`config.mk`:
```
export PLATFORM = sky130hd
export DESIGN_NAME = averaging_period_tachometer
export DESIGN_NICKNAME = d
export VERILOG_FILES = /design/src/sv/apt_pkg.sv /design/src/sv/apt_divider.sv /design/src/sv/averaging_period_tachometer.sv
export SDC_FILE = /design/constraint.sdc
export NUM_CORES = 1
export LEC_CHECK = 0
export BUFFER_PORTS_ARGS = -buffer_cell sky130_fd_sc_hd__buf_2
export CORE_MARGIN = 2
export CORE_UTILIZATION = 56
export DETAILED_ROUTE_END_ITERATION = 8
export GPL_TIMING_DRIVEN = 0
export PLACE_DENSITY = 0.82
export SKIP_CTS_REPAIR_TIMING = 1
export SLEW_MARGIN = 20
export SYNTH_ARGS = -nofsm -noshare
export SYNTH_HDL_FRONTEND = slang
export SYNTH_SLANG_ARGS = --single-unit
```
`constraint.sdc`:
```
create_clock -name clk -period 2.8 [get_ports clk]
set_input_delay 0.56 -clock clk [delete_from_list [all_inputs] [get_ports clk]]
set_output_delay 0.56 -clock clk [all_outputs]
set_load 0.1 [all_outputs]
```
`src/sv/apt_pkg.sv`:
```
package apt_pkg;

	// The group length is a power of two, so the group mean is a shift of the sum.
	localparam int AVG_SHIFT = 4;
	localparam int AVG_COUNT = 1 << AVG_SHIFT;

	localparam int CAP_W = 32;
	localparam int SUM_W = 40;
	localparam int SCNT_W = 9;
	localparam int FREQ_W = 40;
	localparam int CFG_IDX_W = 2;

	localparam logic [CAP_W-1:0] CLOCK_HZ_RESET = 32'd120000000;
	localparam logic [CAP_W-1:0] TIMEOUT_RESET = 32'd60000000;
	localparam logic [CAP_W-1:0] EDGE_RELOAD_RESET = 32'd120000000;

	localparam logic [CFG_IDX_W-1:0] REG_CLOCK_HZ = 2'd0;
	localparam logic [CFG_IDX_W-1:0] REG_TIMEOUT = 2'd1;
	localparam logic [CFG_IDX_W-1:0] REG_EDGE_RELOAD = 2'd2;

	localparam logic [1:0] REQ_EDGE = 2'd0;
	localparam logic [1:0] REQ_TICK = 2'd1;
	localparam logic [1:0] REQ_CLEAR = 2'd2;

	localparam int QUO_W = 40;
	localparam int DVS_W = 32;
	localparam int DIV_CNT_W = $clog2(QUO_W);

	typedef struct packed {
		logic start;
		logic [QUO_W-1:0] dividend;
		logic [DVS_W-1:0] divisor;
	} div_req_t;

	typedef struct packed {
		logic busy;
		logic done;
		logic [QUO_W-1:0] quotient;
	} div_rsp_t;

endpackage

```
`src/sv/apt_divider.sv`:
```
module apt_divider import apt_pkg::*; (
	input  logic     clk,
	input  logic     arst_n,
	input  div_req_t req,
	output div_rsp_t rsp
);

	localparam logic [DIV_CNT_W-1:0] DIV_LAST = DIV_CNT_W'(QUO_W - 1);

	logic                 busy_q;
	logic                 done_q;
	logic [DIV_CNT_W-1:0] cnt_q;
	logic [QUO_W-1:0]     quo_q;
	logic [DVS_W-1:0]     rem_q;
	logic [DVS_W-1:0]     divisor_q;

	logic [DVS_W:0]   rem_sh;
	logic [DVS_W+1:0] trial;

	assign rem_sh = {rem_q, quo_q[QUO_W-1]};
	assign trial = {1'b0, rem_sh} - {2'b00, divisor_q};

	always_ff @(posedge clk or negedge arst_n) begin
		if (!arst_n) begin
			busy_q <= 1'b0;
			done_q <= 1'b0;
			cnt_q <= '0;
			quo_q <= '0;
			rem_q <= '0;
			divisor_q <= '0;
		end else begin
			if (req.start) begin
				busy_q <= 1'b1;
				done_q <= 1'b0;
				cnt_q <= '0;
				quo_q <= req.dividend;
				rem_q <= '0;
				divisor_q <= req.divisor;
			end else if (busy_q) begin
				if (!trial[DVS_W+1]) begin
					rem_q <= trial[DVS_W-1:0];
					quo_q <= {quo_q[QUO_W-2:0], 1'b1};
				end else begin
					rem_q <= rem_sh[DVS_W-1:0];
					quo_q <= {quo_q[QUO_W-2:0], 1'b0};
				end
				cnt_q <= cnt_q + 1'b1;
				if (cnt_q == DIV_LAST) begin
					busy_q <= 1'b0;
					done_q <= 1'b1;
				end else begin
					done_q <= 1'b0;
				end
			end else begin
				done_q <= 1'b0;
			end
		end
	end

	assign rsp.busy = busy_q;
	assign rsp.done = done_q;
	assign rsp.quotient = quo_q;

endmodule

```
`src/sv/averaging_period_tachometer.sv`:
```
// Period tachometer with group averaging and a Q8 frequency output.
// The item channel (item_valid, item_stall) carries req_type and
// capture_value: an edge capture, a timer tick or a software clear.
// Every accepted item yields exactly one result on the result channel
// (result_valid, result_stall): alive, raw_period, average_period and
// frequency_q8 as they stand after the item.
// The three setup registers are written through cfg_we, cfg_index and
// cfg_data; an index above two is ignored. The user must write them only
// while the block is idle; the block itself does not enforce this. The
// 40-step restoring divider forms the frequency; the group mean is a shift
// of the sum. While the average is zero the divide is skipped. The next
// item can be taken in the cycle after the result is loaded; the block takes
// no new item before it is through with the last one.
// item_stall is high from acceptance until the result has been moved into
// the output register. When the receiver stalls, the result is held, the
// next item may still be taken and worked on, and it waits for the output
// register to free up.
// Reset clears all measurement state and the average, loads the countdown
// with the timeout value and restores the register defaults.
module averaging_period_tachometer import apt_pkg::*; (
	input  logic                 clk,
	input  logic                 arst_n,
	input  logic                 item_valid,
	output logic                 item_stall,
	input  logic [1:0]           req_type,
	input  logic [CAP_W-1:0]     capture_value,
	output logic                 result_valid,
	input  logic                 result_stall,
	output logic                 alive,
	output logic [CAP_W-1:0]     raw_period,
	output logic [CAP_W-1:0]     average_period,
	output logic [FREQ_W-1:0]    frequency_q8,
	input  logic                 cfg_we,
	input  logic [CFG_IDX_W-1:0] cfg_index,
	input  logic [CAP_W-1:0]     cfg_data
);

	typedef enum logic [2:0] {
		S_IDLE,
		S_DIFF,
		S_ACC,
		S_AVG,
		S_FREQ,
		S_FREQ_W,
		S_OUT
	} state_t;

	localparam logic [SCNT_W-1:0] GROUP_LEN = SCNT_W'(AVG_COUNT);

	state_t state_q;

	logic [CAP_W-1:0] clock_hz_q;
	logic [CAP_W-1:0] timeout_q;
	logic [CAP_W-1:0] edge_reload_q;

	logic [1:0]        req_q;
	logic [CAP_W-1:0]  cap_q;
	logic [CAP_W-1:0]  period_q;
	logic [CAP_W-1:0]  prev_capture_q;
	logic [CAP_W-1:0]  last_period_q;
	logic [SUM_W-1:0]  period_sum_q;
	logic [SCNT_W-1:0] sample_count_q;
	logic [CAP_W-1:0]  mean_period_q;
	logic              alive_flag_q;
	logic [CAP_W-1:0]  countdown_q;
	logic [FREQ_W-1:0] freq_q;

	logic              res_valid_q;
	logic              res_alive_q;
	logic [CAP_W-1:0]  res_raw_q;
	logic [CAP_W-1:0]  res_avg_q;
	logic [FREQ_W-1:0] res_freq_q;

	logic              accept;
	logic              out_free;
	logic [SCNT_W-1:0] count_next;
	div_req_t          div_req;
	div_rsp_t          div_rsp;

	assign item_stall = (state_q != S_IDLE);
	assign accept = item_valid && !item_stall;
	assign out_free = !res_valid_q || !result_stall;
	assign count_next = sample_count_q + 1'b1;

	always_comb begin
		div_req.start = (state_q == S_FREQ) && (mean_period_q != '0);
		div_req.dividend = {clock_hz_q, 8'h00};
		div_req.divisor = mean_period_q;
	end

	apt_divider u_divider (
		.clk    (clk),
		.arst_n (arst_n),
		.req    (div_req),
		.rsp    (div_rsp)
	);

	always_ff @(posedge clk or negedge arst_n) begin
		if (!arst_n) begin
			state_q <= S_IDLE;
			clock_hz_q <= CLOCK_HZ_RESET;
			timeout_q <= TIMEOUT_RESET;
			edge_reload_q <= EDGE_RELOAD_RESET;
			req_q <= REQ_EDGE;
			cap_q <= '0;
			period_q <= '0;
			prev_capture_q <= '0;
			last_period_q <= '0;
			period_sum_q <= '0;
			sample_count_q <= '0;
			mean_period_q <= '0;
			alive_flag_q <= 1'b0;
			countdown_q <= TIMEOUT_RESET;
			freq_q <= '0;
			res_valid_q <= 1'b0;
			res_alive_q <= 1'b0;
			res_raw_q <= '0;
			res_avg_q <= '0;
			res_freq_q <= '0;
		end else begin
			if (cfg_we) begin
				case (cfg_index)
					REG_CLOCK_HZ: clock_hz_q <= cfg_data;
					REG_TIMEOUT: timeout_q <= cfg_data;
					REG_EDGE_RELOAD: edge_reload_q <= cfg_data;
					default: ;
				endcase
			end

			if (state_q == S_OUT && out_free) begin
				res_valid_q <= 1'b1;
			end else if (res_valid_q && !result_stall) begin
				res_valid_q <= 1'b0;
			end

			case (state_q)
				S_IDLE: begin
					if (accept) begin
						req_q <= req_type;
						cap_q <= capture_value;
						state_q <= S_DIFF;
					end
				end
				S_DIFF: begin
					case (req_q)
						REQ_EDGE: begin
							period_q <= (prev_capture_q > cap_q) ? (prev_capture_q - cap_q)
								: (cap_q - prev_capture_q);
							prev_capture_q <= cap_q;
							countdown_q <= edge_reload_q;
							state_q <= S_ACC;
						end
						REQ_TICK: begin
							if (countdown_q <= 32'd1) begin
								prev_capture_q <= '0;
								last_period_q <= '0;
								period_sum_q <= '0;
								sample_count_q <= '0;
								alive_flag_q <= 1'b0;
								countdown_q <= timeout_q;
							end else begin
								countdown_q <= countdown_q - 1'b1;
							end
							state_q <= S_FREQ;
						end
						REQ_CLEAR: begin
							prev_capture_q <= '0;
							last_period_q <= '0;
							period_sum_q <= '0;
							sample_count_q <= '0;
							alive_flag_q <= 1'b0;
							state_q <= S_FREQ;
						end
						default: state_q <= S_FREQ;
					endcase
				end
				S_ACC: begin
					if (period_q != '0) begin
						alive_flag_q <= 1'b1;
						last_period_q <= period_q;
						period_sum_q <= period_sum_q + SUM_W'(period_q);
						sample_count_q <= count_next;
						if (count_next >= GROUP_LEN) begin
							state_q <= S_AVG;
						end else begin
							state_q <= S_FREQ;
						end
					end else begin
						state_q <= S_FREQ;
					end
				end
				S_AVG: begin
					mean_period_q <= period_sum_q[AVG_SHIFT +: CAP_W];
					period_sum_q <= '0;
					sample_count_q <= '0;
					state_q <= S_FREQ;
				end
				S_FREQ: begin
					if (mean_period_q == '0) begin
						freq_q <= '0;
						state_q <= S_OUT;
					end else begin
						state_q <= S_FREQ_W;
					end
				end
				S_FREQ_W: begin
					if (div_rsp.done) begin
						freq_q <= div_rsp.quotient;
						state_q <= S_OUT;
					end
				end
				S_OUT: begin
					if (out_free) begin
						res_alive_q <= alive_flag_q;
						res_raw_q <= last_period_q;
						res_avg_q <= mean_period_q;
						res_freq_q <= freq_q;
						state_q <= S_IDLE;
					end
				end
				default: state_q <= S_IDLE;
			endcase
		end
	end

	assign result_valid = res_valid_q;
	assign alive = res_alive_q;
	assign raw_period = res_raw_q;
	assign average_period = res_avg_q;
	assign frequency_q8 = res_freq_q;

`ifndef NO_ASSERTIONS
	a_busy_after_accept: assert property (@(posedge clk) disable iff (!arst_n)
		accept |=> item_stall)
		else $error("block took a second item before finishing the first");

	a_freq_needs_avg: assert property (@(posedge clk) disable iff (!arst_n)
		(result_valid && frequency_q8 != '0) |-> (average_period != '0))
		else $error("nonzero frequency reported with a zero average period");

	a_alive_has_period: assert property (@(posedge clk) disable iff (!arst_n)
		(result_valid && alive) |-> (raw_period != '0))
		else $error("alive reported without a stored period");

	a_div_start_idle: assert property (@(posedge clk) disable iff (!arst_n)
		div_req.start |-> !div_rsp.busy)
		else $error("divider restarted while still working");
`endif

endmodule

```
==> results of run 1 <==
==> routing by layer <==
metal | GRT usage, % | vias to the layer above | part of all wire (%) | wire length, um
li1 | - | 12164 | - | -
met1 | 40.2 | 13019 | 42 | 37400
met2 | 45.9 | 1202 | 47 | 42400
met3 | 4.30 | 240 | 7.3 | 6540
met4 | 10.5 | 0 | 3.9 | 3500
met5 | 0 | - | 0 | 0
==> worst max path at each step <==
stage,from,to,slack (ps),cells past startpoint
final,cap_q[3],period_q[3],-320,15
after floorplan,cap_q[17],period_q[31],10,12
after CTS,u_divider.divisor_q[1],u_divider.rem_q[19],-690,12
after global routing,prev_capture_q[0],period_q[3],-400,14
after global placement,arst_n,average_period[12],-10830,1
after detailed placement,u_divider.divisor_q[10],u_divider.rem_q[19],-640,13
==> flip-flops by register name (all words and copies together), names as in the netlist, 36 cells and up <==
signal           cells
freq_q              40
frequency_q8        40
period_sum_q        36
u_divider.quo_q     40
==> metrics by stage <==
| stage | hold WS [ps] | setup TNS [ps] | utilization (%) | std cells |
|---|---|---|---|---|
| after detailed placement | 454 | -64880 | 60.1 | 4173 |
| after CTS | -120 | -82420 | 63.7 | 4286 |
| after global placement | 449 | -6370630 | 59.8 | 4166 |
| final | 103 | -13610 | 67.8 | 4369 |
| after global routing | 98.2 | -27280 | 67.8 | 4369 |
| after floorplan | 264 | 0 | - | 3231 |
==> final cells by class <==
type	count	area (um2)	area share [%]
Multi-Input combinational cell	2300	16700	43.9
Sequential cell	597	15000	39.3
Timing Repair Buffer	276	1890	4.95
Clock buffer	97	1790	4.70
Buffer	181	1000	2.63
Tap cell	756	946	2.48
Inverter	141	529	1.39
Clock inverter	16	238	0.623
Antenna cell	5	12.5	0.0328
==> tightest hold or removal path, stage by stage <==
cell	delay, ps
buf_2	70
nand2_1	30
o21ai_0	50
==> cell usage in the layout (no fill, tap or decap), drive strengths merged, types with 12 or more instances in the layout <==
| master | instances |
|---|---|
| a21oi | 175 |
| nand4 | 41 |
| o211ai | 13 |
| nand3 | 88 |
| a211oi | 25 |
| xnor2 | 50 |
| dfrtp | 557 |
| clkbuf | 226 |
| a21o | 80 |
| a22o | 34 |
| and3 | 18 |
| ha | 136 |
| o22ai | 14 |
| nand2b | 13 |
| nor2 | 138 |
| inv | 141 |
| mux2i | 59 |
| and2 | 14 |
| xor2 | 50 |
| nand2 | 476 |
| a31oi | 43 |
| mux2 | 238 |
| nor2b | 12 |
| o21bai | 13 |
| o31ai | 53 |
| nor3 | 38 |
| o21ai | 292 |
| nor4 | 31 |
| dfstp | 40 |
| buf | 327 |
==> synth_stat cells, drive strengths merged (18+ instances only) <==
library cell / number
inv: 141
a21oi: 175
a211oi: 25
ha: 136
xor2: 50
o21ai: 292
dfrtp: 557
a21o: 80
nor3: 38
nand3: 88
xnor2: 50
nand2: 476
buf: 59
mux2i: 59
mux2: 238
nor2: 138
and3: 18
a22o: 34
a31oi: 43
o31ai: 53
nand4: 41
nor4: 31
dfstp: 40
clkbuf: 135
==> cell families (layout without fill, tap and decap cells) <==
group,count (synthesis),count (layout)
and+or+nand+nor,911,911
AOI/OAI and AO/OA,851,852
DFF,597,597
buffers and inverters,335,711
muxes,297,297
adders and majority gates,140,140
xor gates and xnor gates,100,100
other,0,5
==> out/results.ini, run 1 <==
[run_status]
status = complete, but fails checks
violations = setup timing

[grt]
grt_pass1_wl_um = 136000
grt_usage_pct = 28.8
grt_start_max_net_pins = 104
grt_pass1_vias = 25192
grt-ovfl-total = 0
antenna_found_initial = 5

[sta]
finalSetupViolCount = 104
fin_crit_ps = 3120
fin_crit_sh_pct = 111
final_hold_viol_count = 0
layout_setup_ws_ps = -322
relSlewSlack_pct = 39.4
slew_violations = 0
rsz0062_at_grt = true
max_freq_mhz = 320
finClkSkew_ps = 52.5
tightest_slew_ps = 909

[floorplanning]
num_io_pins = 180
die_h_um = 242
die_area_um2 = 58600
dieWidth_um = 242
core_um2 = 56300
num_rows = 87
start_util_pct = 56.4

[detailed_routing]
vias = 26625
vias_per_cell = 6.09
drt-initial-drc-count = 2602
postRouteAntennaNets = 0
route.detailed.drc = 0
wirelength_um = 89900
first_pass_iters = 6
wl_per_cell_um = 20.6

[cts]
cts.sinks = 597
cts_tree = yes
numCtsBuffers = 61
h-tree-depth = 2
clockBufferDepth = 3
clk_pin_slew_worst_paths_ps = 60
clock_latency_ps = 670
cts-root-buf = clkbuf_16

[critical_path]
worstReg2RegStart = cap_q[3]
crit_buf_inv = 5
critPathRequiredTime_ps = 3340
r2r_setup_slack_ps = -320
start_kind = flop
crit_type = flop to flop
slowest_delay_ps = 390
r2r_cells = 15
worst_path_max_delay_cell = o211ai_1
path_delay_family = compound AO/OA/AOI/OAI gates
crit_arrival_ps = 3660
worstSetupEndpointType = flop
r2r-end = period_q[3]
cp_max_fo = 8
crit_chain = inv_2, ha_1, buf_6, a21oi_4, a21oi_2, o211ai_1, a21oi_2, o22ai_4, buf_12, buf_12, clkbuf_16, nand3b_1, a31oi_4, xor2_1, o21ai_1

[synth]
synthAdderAreaFrac_pct = 5.61
synthDistinctLibCells = 91
syn_area_per_cell_um2 = 9.83
synth_cells = 3231
yosysSeqAreaShare_pct = 47.2
synth-edff-count = 0
synth_top_family_by_area = compound AO/OA/AOI/OAI gates
synthXorXnorAreaFrac_pct = 2.76
synth_compound_area_share_pct = 17.0
synth_top_area_share_pct = 43.9
ys_ff_latch = 597
muxShareOfSynthArea_pct = 10.3
syn-cell-area_um2 = 31800
synth_area_leaders = dfrtp_1 (44%), mux2_2 (8.4%), nand2_1 (5.6%)
yosysWarningCount = 0
synth_ff_type = dfrtp_1
async_flop_share_pct = 100
synthSimpleGateAreaFrac_pct = 12.8
syn-num-nets = 3444
yosysTopAreaCell = dfrtp_1

[place]
place_congestion = 0.931
portBuffers = 179
place_hpwl_um = 62600
postPlaceCellArea_um2 = 33800
dp_slack_ps = -638

[finish]
nets = 3771
n_fill_cell = 4178
drive_above_1_share_pct = 26.7
final_area_um2 = 38100
area_growth_pct = 20.1

[worst_hold_path]
min_path_type = input port to flop
min_to = cap_q[31]
worstHoldStart = capture_value[31]
hold-path-cell-count = 3

[run]
cap_violations = 0

Power of run 1 is left out: the tool's default activity adds up to more than one toggle a clock period on the data nets, which glitch-free logic cannot reach.
==> inputs of run 2 (changes only) <==
--- a/config.mk
+++ b/config.mk
@@ -10,7 +10,7 @@
 export CORE_UTILIZATION = 56
 export DETAILED_ROUTE_END_ITERATION = 8
 export GPL_TIMING_DRIVEN = 0
-export PLACE_DENSITY = 0.82
+export PLACE_DENSITY = 0.77
 export SKIP_CTS_REPAIR_TIMING = 1
 export SLEW_MARGIN = 20
 export SYNTH_ARGS = -nofsm -noshare
==> run 2 against run 1 <==
Effect of this change: the flow still finishes with violations (setup timing); first-iteration DRC count shrank 9.4%; global-route usage down 0.20 points; utilization up 1.0 points; worst hold slack gained 29 ps; setup slack worse by 37 ps; critical path depth down 2; register-to-register slack got worse by 40 ps; non-clock buffer count rose by 12; critical endpoint is now period_q[31].
==> out/results.ini, run 2 (synthesis gave the netlist of run 1 again) <==
[critical_path]
r2r-end = period_q[31]
r2r_setup_slack_ps = -360  ; -40 ps
worstReg2RegStart = cap_q[29]
r2r_cells = 13  ; -2
cp_max_fo = 9  ; +1
worstSetupEndpointType = flop
start_kind = flop
crit_arrival_ps = 3670  ; about the same
crit_type = flop to flop
critPathRequiredTime_ps = 3310  ; -30 ps

[floorplanning]
start_util_pct = 56.4  ; unchanged
die_area_um2 = 58600  ; unchanged
core_um2 = 56300  ; unchanged
num_io_pins = 180  ; unchanged
dieWidth_um = 242  ; unchanged
die_h_um = 242  ; unchanged
num_rows = 87  ; unchanged

[cts]
cts.sinks = 597  ; unchanged
clock_latency_ps = 690  ; +20 ps
clk_pin_slew_worst_paths_ps = 60  ; about the same
h-tree-depth = 2  ; unchanged
clockBufferDepth = 3  ; unchanged
cts-root-buf = clkbuf_16
numCtsBuffers = 60  ; -1.6%
cts_tree = yes

[detailed_routing]
first_pass_iters = 6  ; unchanged
wirelength_um = 90900  ; +1.2%
route.detailed.drc = 0  ; unchanged
vias_per_cell = 6.07  ; -0.41%
postRouteAntennaNets = 0  ; unchanged
drt-met1-wl_um = 38400  ; +2.6%
drt-initial-drc-count = 2357  ; -9.4%
wl_per_cell_um = 20.7  ; +0.83%
routed.top_layer = met5
wl_met3_um = 6380  ; -2.4%
dr_wl_met2_um = 42500  ; about the same
vias = 26607  ; -0.068%

[sta]
slew_violations = 0  ; unchanged
max_freq_mhz = 317  ; -1.2%
tightest_slew_ps = 916  ; +7.37 ps
final_hold_viol_count = 0  ; unchanged
relSlewSlack_pct = 38.9  ; -0.49 points
finalSetupViolCount = 102  ; -1.9%
rsz0062_at_grt = true
fin_crit_ps = 3160  ; +37.3 ps
fin_crit_sh_pct = 113  ; +1.3 points
layout_setup_ws_ps = -359  ; -37.3 ps
setup_tns_ps = -14950  ; -1340 ps
finClkSkew_ps = 73.4  ; +20.9 ps

[place]
place_congestion = 0.930  ; -0.11%
portBuffers = 179  ; unchanged
place_hpwl_um = 63000  ; +0.59%

[finish]
multiInputGateArea_um2 = 16900  ; +1.1%
layout_common_cells = dfrtp_1 (553), nand2_1 (448), mux2_2 (233)
nets = 3783  ; +0.32%
drive_above_1_share_pct = 27.9  ; +1.1 points
n_fill_cell = 4229  ; +1.2%
area_growth_pct = 21.9
mostFrequentLayoutCell = dfrtp_1
regArea_um2 = 15000  ; about the same

[worst_hold_path]
min_path_type = input port to flop
hold-path-cell-count = 3  ; unchanged
worstHoldStart = capture_value[17]
min_to = cap_q[17]

[grt]
grt_pass1_vias = 24836  ; -1.4%
grt_pass1_wl_um = 135000  ; -1.1%
antenna_found_initial = 8  ; +3
grt_start_max_net_pins = 101  ; -2.9%
grt-ovfl-total = 0  ; unchanged
grt_usage_pct = 28.6  ; -0.20 points

[run]
cap_violations = 0  ; unchanged

[run_status]
violations = setup timing
status = complete, but fails checks

==> run 2: final cells by class <==
type	count	share of cell area (%)
multi-input combinational	2301	43.7
sequential	597	38.7
buffer	181	2.63
antenna	6	0.0388
timing repair buffer	288	5.30
clock inverter	28	1.33
tap	756	2.44
clock buffer	86	4.47
inverter	141	1.37
==> run 2: critical path, cell delays in order, from the launching register on <==
cell	delay [ps]
dfrtp_1	360
inv_1	70
ha_1	270
buf_2	220
nand4_1	230
nor2_2	270
nand2_1	200
a21oi_4	210
o22ai_4	160
buf_12	170
mux2_4	310
a31oi_4	160
nor3_1	60
or3_1	340
==> run 2: worst max path at each step <==
stage                                start                       to  slack, ps  cells past startpoint
finish                           cap_q[29]             period_q[31]       -360                     13
global route                     cap_q[29]             period_q[31]       -470                     13
CTS                 u_divider.divisor_q[1]      u_divider.rem_q[16]       -680                     12
detailed placement  u_divider.divisor_q[1]      u_divider.rem_q[12]       -620                     12
global placement                    arst_n  u_divider.divisor_q[10]     -10960                      1
floorplan                        cap_q[17]             period_q[31]         10                     12
==> run 2: per-stage QoR <==
step | cells | setup WS [ps] | util (%) | area, um2 | hold slack (ps)
floorplan | 3231 | 12.4 | - | 31800 | 264
global placement | 4166 | -10960 | 59.8 | 33600 | 448
detailed placement | 4173 | -623 | 60.1 | 33800 | 455
CTS | 4287 | -684 | 64.1 | 36100 | -102
global route | 4384 | -466 | 68.8 | 38700 | 124
finish | 4384 | -359 | 68.8 | 38700 | 132
==> run 2: metal layers <==
metal | vias to the layer above | track usage, %
met2 | 1096 | 46.1
met3 | 228 | 3.48
li1 | 12172 | -
met4 | 2 | 9.42
met1 | 13109 | 40.3
met5 | - | 0
Power of run 2 is left out for the same reason.
